===== config.mk =====
export PLATFORM = sky130hd
export DESIGN_NAME = pdsch_cell
export DESIGN_NICKNAME = d
export VERILOG_FILES = /design/src/hw/rtl/pdsch_pkg.sv /design/src/hw/rtl/pdsch_cell.sv
export SDC_FILE = /design/constraint.sdc
export NUM_CORES = 1
export LEC_CHECK = 0
export ABC_AREA = 1
export BUFFER_PORTS_ARGS = -buffer_cell sky130_fd_sc_hd__buf_2
export CORE_AREA = 5 5 159 161
export CTS_CLUSTER_DIAMETER = 30
export DETAILED_ROUTE_END_ITERATION = 6
export DIE_AREA = 0 0 164 166
export PLACE_DENSITY = 0.64
export SYNTH_ARGS = -nofsm -noshare
export SYNTH_HDL_FRONTEND = slang
export SYNTH_SLANG_ARGS = --single-unit

===== constraint.sdc =====
create_clock -name clk -period 3.1 [get_ports clk]
set_input_delay 0.62 -clock clk [delete_from_list [all_inputs] [get_ports clk]]
set_output_delay 0.62 -clock clk [all_outputs]
set_load 0.005 [all_outputs]

===== src/hw/rtl/pdsch_pkg.sv =====
// ----------------------------------------------------------------------------
// pdsch_pkg: shared types and constants of the periodic deadline scheduler
// Result codes, list entry layout and the command word sent to each cell.
// ----------------------------------------------------------------------------
package pdsch_pkg;

	localparam int SLOTS_DEF = 32;
	localparam int MAX_OUT   = 32;
	localparam int US_PER_MS = 1000;
	localparam int KEEP_W    = 32;
	localparam int SLOT_OUT_W = 5;

	typedef enum logic [1:0] {
		KIND_OK   = 2'd0,
		KIND_FULL = 2'd1,
		KIND_DUE  = 2'd2
	} kind_t;

	typedef struct packed {
		logic [31:0] deadline;
		logic [31:0] period;
		logic [31:0] tag;
	} entry_t;

	typedef struct packed {
		logic   ins;
		logic   pop;
		entry_t new_e;
	} cell_cmd_t;

endpackage


===== src/hw/rtl/pdsch_cell.sv =====
// ----------------------------------------------------------------------------
// pdsch_cell: one position of the deadline-sorted timer list
// Holds one entry; shifts toward the head on pop, away from it on insert.
// ----------------------------------------------------------------------------
module pdsch_cell
	import pdsch_pkg::*;
#(
	parameter int SW      = 5,
	parameter bit IS_HEAD = 1'b0
) (
	input  logic          clk,
	input  logic          arst_n,
	input  cell_cmd_t     cmd,
	input  logic [SW-1:0] new_slot,
	input  logic          l_valid,
	input  logic          l_before,
	input  entry_t        l_e,
	input  logic [SW-1:0] l_slot,
	input  logic          r_valid,
	input  entry_t        r_e,
	input  logic [SW-1:0] r_slot,
	output logic          valid,
	output logic          ahead,
	output entry_t        e,
	output logic [SW-1:0] slot
);

	logic          valid_q;
	entry_t        e_q;
	logic [SW-1:0] slot_q;

	// head keeps its place on a tie, later cells only when strictly earlier
	always_comb begin
		if (IS_HEAD) begin
			ahead = valid_q && !(cmd.new_e.deadline < e_q.deadline);
		end else begin
			ahead = valid_q && (e_q.deadline < cmd.new_e.deadline);
		end
	end

	always_ff @(posedge clk or negedge arst_n) begin
		if (!arst_n) begin
			valid_q <= 1'b0;
		end else if (cmd.pop) begin
			valid_q <= r_valid;
		end else if (cmd.ins && !ahead) begin
			valid_q <= (IS_HEAD || l_before) ? 1'b1 : l_valid;
		end
	end

	always_ff @(posedge clk) begin
		if (cmd.pop) begin
			e_q    <= r_e;
			slot_q <= r_slot;
		end else if (cmd.ins && !ahead) begin
			if (IS_HEAD || l_before) begin
				e_q    <= cmd.new_e;
				slot_q <= new_slot;
			end else begin
				e_q    <= l_e;
				slot_q <= l_slot;
			end
		end
	end

	assign valid = valid_q;
	assign e     = e_q;
	assign slot  = slot_q;

endmodule


==> reports/metrics.cfg, run 1 <==
[clocking]
cts_tree=built
clkSinkCount=102
hold_buffers=0
path_clk_slew_ns=0.07
cts_resized=0
clk_latency_ns=0.34
cts_buffers=9
h-tree-depth=3
clockBufferDepth=2
cts-root-buf=clkbuf_16
cts_setup_buffers=0

[synthesis]
syn_nets=1033
synthCells=692
synth-seq-cells=102
syn_area_sq_mm=0.00588
ys.warnings.count=0
avgSynthCellArea_sq_um=8.50
ys_types=22
synth-seq-area-share_pct=52.0

[sta]
setup_viol=0
slew-limit-headroom_pct=62.1
finalCritPeriodShare_pct=83.0
rsz0062_at_grt=false
slew_viol_final=0
tns_ns=0
period_needed_ns=2.57
max_freq_mhz=389
hold_violations=0
layout_setup_ws_ns=0.527
fin_worst_skew_ns=0.0135
worst_pin_slew_ns=0.569
holdWs_ns=0.0422

[critical_path]
crit_arrival_ns=1.95
cp_common_cell=nand2_1
slowest_delay_ns=0.39
start_kind=flip-flop
critPathMaxFanout=2
critPathLaunch=e[95]$_DFFE_PP_
cp_top_family=simple AND/OR/NAND/NOR gates
crit_chain=ha_1, nand2_1, nor2_1, nor3b_2, and3_1, nand2_1, nand2_2, inv_1, buf_2
endpoint_kind=output port
critPathKind=reg -> out
cpMaxStageDelayCell=edfxtp_1
r2r_start=e[95]$_DFFE_PP_
worstPathRequired_ns=2.48
crit_buf_inv=2

[finish]
nets=1422
fin_area_sq_mm=0.00862
final_cell_count_no_fill=1410
area_growth_pct=46.6
drive_gt1_share_pct=40.7
diodes=0
post-route-util_pct=36.2

[min_path]
worstHoldPathType=in -> async

[place]
dp_slack_ns=0.442
globalplace.congestion=0.959
dpl_cell_area_sq_mm=0.00832
hpwl_um=18200
place_inst=1394
io_buffers=412

[global_route]
grt_use_total_pct=15.7
gr-total-overflow=0
antenna_found_initial=1
grt_pass1_vias=6370
grt_max_degree=103
grt_first_pass_wirelength_um=33600

[detailed_routing]
via_per_inst=4.51
drc=0
finalWirelength_um=22700
post_drt_wl_per_cell_um=16.1
first_iter_violations=372
antenna_left=0
first_pass_iters=5
vias=6364

[floorplan]
core_sq_mm=0.0238
dieArea_sq_mm=0.0272
die_w_um=164
initial_core_util_pct=24.7
die_h_um=166
io_pins=413
placementRows=57

[job]
maxCapViolations=0

[power_and_ir_drop]
combPwrFrac_pct=23.4
finalPower_mw=3.79
p_switching_mw=1.06
p_int_mw=2.73
vdd_drop_max_v=0.000300
clockPowerShare_pct=30.2
power.leakage_nw=4.20
p_seq_share_pct=46.4
p_sw_share_pct=27.9
power.density_mw_per_mm2=440

[run_status]
status=completed

[final timing paths]
kind | endpoint | slack [ns] | cells after the start
max | ahead | 0.53 | 9
min | valid$_DFFE_PN0P_ | 0.04 | 1
max reg2reg | e[37]$_DFFE_PP_ | 0.81 | 10
min reg2reg | valid$_DFFE_PN0P_ | 0.57 | 2
max in group asynchronous | valid$_DFFE_PN0P_ | 2.97 | 1
min in group clk | valid$_DFFE_PN0P_ | 0.57 | 2
[power by group through the flow]
stage / Clock (mW) / Combinational [mW] / Sequential [mW]
after detailed placement: 0 / 0.900 / 1.79
final: 1.15 / 0.887 / 1.76
after floorplan: 0 / 0.364 / 1.81
after global placement: 0 / 0.891 / 1.79
after global routing: 1.26 / 0.995 / 1.78
after CTS: 1.20 / 0.903 / 1.76
[cell usage in the layout (no fill, tap or decap), types with 2 or more instances in the layout]
cell type    n
clkbuf_16    9
buf_12       6
o21ai_0      5
inv_1       40
clkinv_2     2
edfxtp_1   101
buf_2      410
ha_1        31
buf_4        6
nand2_2      2
nand2_1    132
a21oi_1    216
inv_6        2
nand3_1      3
nor3_1       2
nor2_1     106
clkinv_1     2
[synthesized netlist by cell type, drive strengths merged]
| library cell | n | area share [%] |
|---|---|---|
| inv | 42 | 2.7 |
| a21o | 1 | 0.13 |
| nor3b | 1 | 0.21 |
| ha | 31 | 6.6 |
| o21ai | 6 | 0.51 |
| o21bai | 1 | 0.13 |
| a211oi | 1 | 0.13 |
| dfrtp | 1 | 0.43 |
| edfxtp | 101 | 52 |
| a21oi | 216 | 18 |
| nand2 | 135 | 8.7 |
| nor3 | 2 | 0.17 |
| and3 | 1 | 0.11 |
| clkbuf | 29 | 1.9 |
| nor2 | 106 | 6.8 |
| buf | 15 | 1.3 |
| nand3 | 3 | 0.26 |
[per-layer routing]
layer  GRT usage, %  vias to the layer above  share of wire (%)
li1               -                     3146                  -
met1           18.7                     2841                 39
met2           27.5                      338                 49
met3           3.92                       39                8.9
met4           5.65                        0                3.1
met5              0                        -                  0
[state kept, by name, indices dropped and copies added, names as in the netlist]
name	cells
valid	1
e	96
slot	5
[kinds of logic after synthesis]
group / synth area share, %
DFF: 52.0
and+or+nand+nor: 16.3
adders and majority gates: 6.60
AOI/OAI and AO/OA: 19.3
buffers and inverters: 5.85
[final cells by class]
cell class / count / area [sq um]
inverter: 42 / 160
clock inverter: 7 / 71.3
clock buffer: 9 / 225
sequential: 102 / 3060
multi-input combinational: 504 / 2480
tap: 324 / 405
timing repair buffer: 422 / 2220
fill: 2543 / 15200
No activity file was read; power rests on OpenSTA's default activity.
==> inputs of run 2 (changes only) <==
==> constraint.sdc (replaced) <==
create_clock -name clk -period 2.09 [get_ports clk]
set_input_delay 0.418 -clock clk [delete_from_list [all_inputs] [get_ports clk]]
set_output_delay 0.418 -clock clk [all_outputs]
set_load 0.005 [all_outputs]
==> run 2 against run 1 <==
The flow now finishes with violations (negative setup slack). Combinational power rose by 74%. Worst hold slack improved by 0.35 ns. Setup slack got worse by 0.77 ns. Critical path depth rose by 3. Largest power group unchanged.
==> reports/metrics.cfg, run 2 (synthesis gave the netlist of run 1 again) <==
[sta]
hold_violations=0
fin_worst_skew_ns=0.0134
rsz0062_at_grt=true
worst_pin_slew_ns=0.442
tns_ns=-20.37
slew-limit-headroom_pct=70.5
setup_viol=103
slew_viol_final=0
finalCritPeriodShare_pct=112
holdWs_ns=0.396
max_freq_mhz=429
layout_setup_ws_ns=-0.242
period_needed_ns=2.33

[finish]
drive_gt1_share_pct=44.0
final_cell_count_no_fill=1450
layout_commonest_cell=buf_2
nets=1462
layout_common_cells=409 x buf_2, 214 x a21oi_1, 129 x nand2_1
fin_area_sq_mm=0.00921
area_growth_pct=56.6
post-route-util_pct=38.6
largest_register_ffs=96
diodes=0

[clocking]
clockBufferDepth=2
cts_tree=built
h-tree-depth=3
clk_latency_ns=0.35
clkSinkCount=102
cts_buffers=9
cts-root-buf=clkbuf_16
path_clk_slew_ns=0.07

[power_and_ir_drop]
power.density_mw_per_mm2=634
combPwrFrac_pct=26.4
clockPowerShare_pct=28.9
power.leakage_nw=4.47
p_switching_mw=1.62
p_sw_share_pct=27.8
p_seq_share_pct=44.8
p_int_mw=4.21
finalPower_mw=5.84
vdd_drop_max_v=0.000317

[floorplan]
initial_core_util_pct=24.7
placementRows=57
dieArea_sq_mm=0.0272
die_w_um=164
die_h_um=166
io_pins=413
core_sq_mm=0.0238

[critical_path]
slowest_delay_ns=0.44
ff2ff_path_depth=12
endpoint_kind=flip-flop
critPathKind=reg -> reg
cp_common_cell=nand2_2
cpMaxStageDelayCell=edfxtp_1
critPathMaxFanout=15
crit_arrival_ns=2.39
start_kind=flip-flop
crit_chain=ha_4, nand2_2, nor2_2, nor3b_4, and3_1, nand2_1, nand2_2, buf_4, nand2_4, nand2_8, buf_6, buf_16
worstPathRequired_ns=2.14

[run_status]
status=finished with violations
violations=negative setup slack

[place]
dpl_cell_area_sq_mm=0.00855
hpwl_um=18700
dp_slack_ns=-0.281
globalplace.congestion=0.926
io_buffers=412
place_inst=1419

[detailed_routing]
met3WireLength_um=2310
first_iter_violations=432
wl_met2_um=11600
finalWirelength_um=23400
highest_layer=met4
via_per_inst=4.58
post_drt_wl_per_cell_um=16.2
vias=6635
antenna_left=0
first_pass_iters=7
drc=0
wl_met1_um=8910

[global_route]
grt_pass1_vias=6315
grt_max_degree=62
gr-total-overflow=0
grt_first_pass_wirelength_um=33700
grt_use_total_pct=15.8
antenna_found_initial=0

[job]
maxCapViolations=0

[min_path]
worstHoldPathType=in -> reg
hold_depth=3

-- run 2: cell types whose count changed in the layout (fill, tap and decap cells not counted), moves of 3 or more --
cell,delta
buf_8,+3
ha_1,-5
inv_1,-3
nand2_1,-3
buf_16,+3
inv_2,+3
buf_6,+8
buf_4,+22
ha_4,+5
-- run 2: power groups by stage --
| stage | clock network, mW | logic (mW) | registers (mW) |
|---|---|---|---|
| 5_1_grt | 1.86 | 1.69 | 2.63 |
| 3_3_place_gp | 0 | 1.39 | 2.65 |
| 6_report | 1.68 | 1.54 | 2.61 |
| 2_1_floorplan | 0 | 0.547 | 2.68 |
| 3_5_place_dp | 0 | 1.40 | 2.66 |
| 4_1_cts | 1.75 | 1.49 | 2.61 |
-- run 2: final cells by class --
class / instances / area, sq um
repair buffers: 462 / 2700
clock buffers: 9 / 225
fillers: 2503 / 14600
inverters: 42 / 161
well taps: 324 / 405
clock inverters: 7 / 73.8
flip-flops and latches: 102 / 3060
multi-input cells: 504 / 2590
-- run 2: path summary, 6_finish.rpt --
| path | to | slack, ns | startpoint |
|---|---|---|---|
| setup reg to reg | e[35]$_DFFE_PP_ | -0.24 | e[93]$_DFFE_PP_ |
| hold / removal | e[95]$_DFFE_PP_ | 0.40 | r_e[95] |
| min in group asynchronous | valid$_DFFE_PN0P_ | 0.41 | arst_n |
| setup / recovery | e[35]$_DFFE_PP_ | -0.24 | e[93]$_DFFE_PP_ |
| hold reg to reg | valid$_DFFE_PN0P_ | 0.58 | valid$_DFFE_PN0P_ |
| max in group asynchronous | valid$_DFFE_PN0P_ | 1.60 | arst_n |
-- run 2: critical path: cells and delay by family, from the launching register on --
family,cells,cell delay (ns)
and+or+nand+nor,8,0.88
buffers and inverters,3,0.39
adders and majority gates,1,0.30
DFF,1,0.44
-- run 2: layer usage --
metal | track usage [%] | vias up
met5 | 0 | -
met4 | 5.11 | 0
met3 | 4.37 | 43
met2 | 27.4 | 366
met1 | 18.9 | 2994
li1 | - | 3232
-- run 2: timing repair --
item / CTS / global route
setup buffers: 9 / 3
endpoints found under the hold margin: 1 / 0
hold buffers: 1 / 0
gates cloned: 2 / 2
endpoints found under the setup margin: 103 / 103
pin swaps: 4 / 9
gates resized for setup: 19 / 21
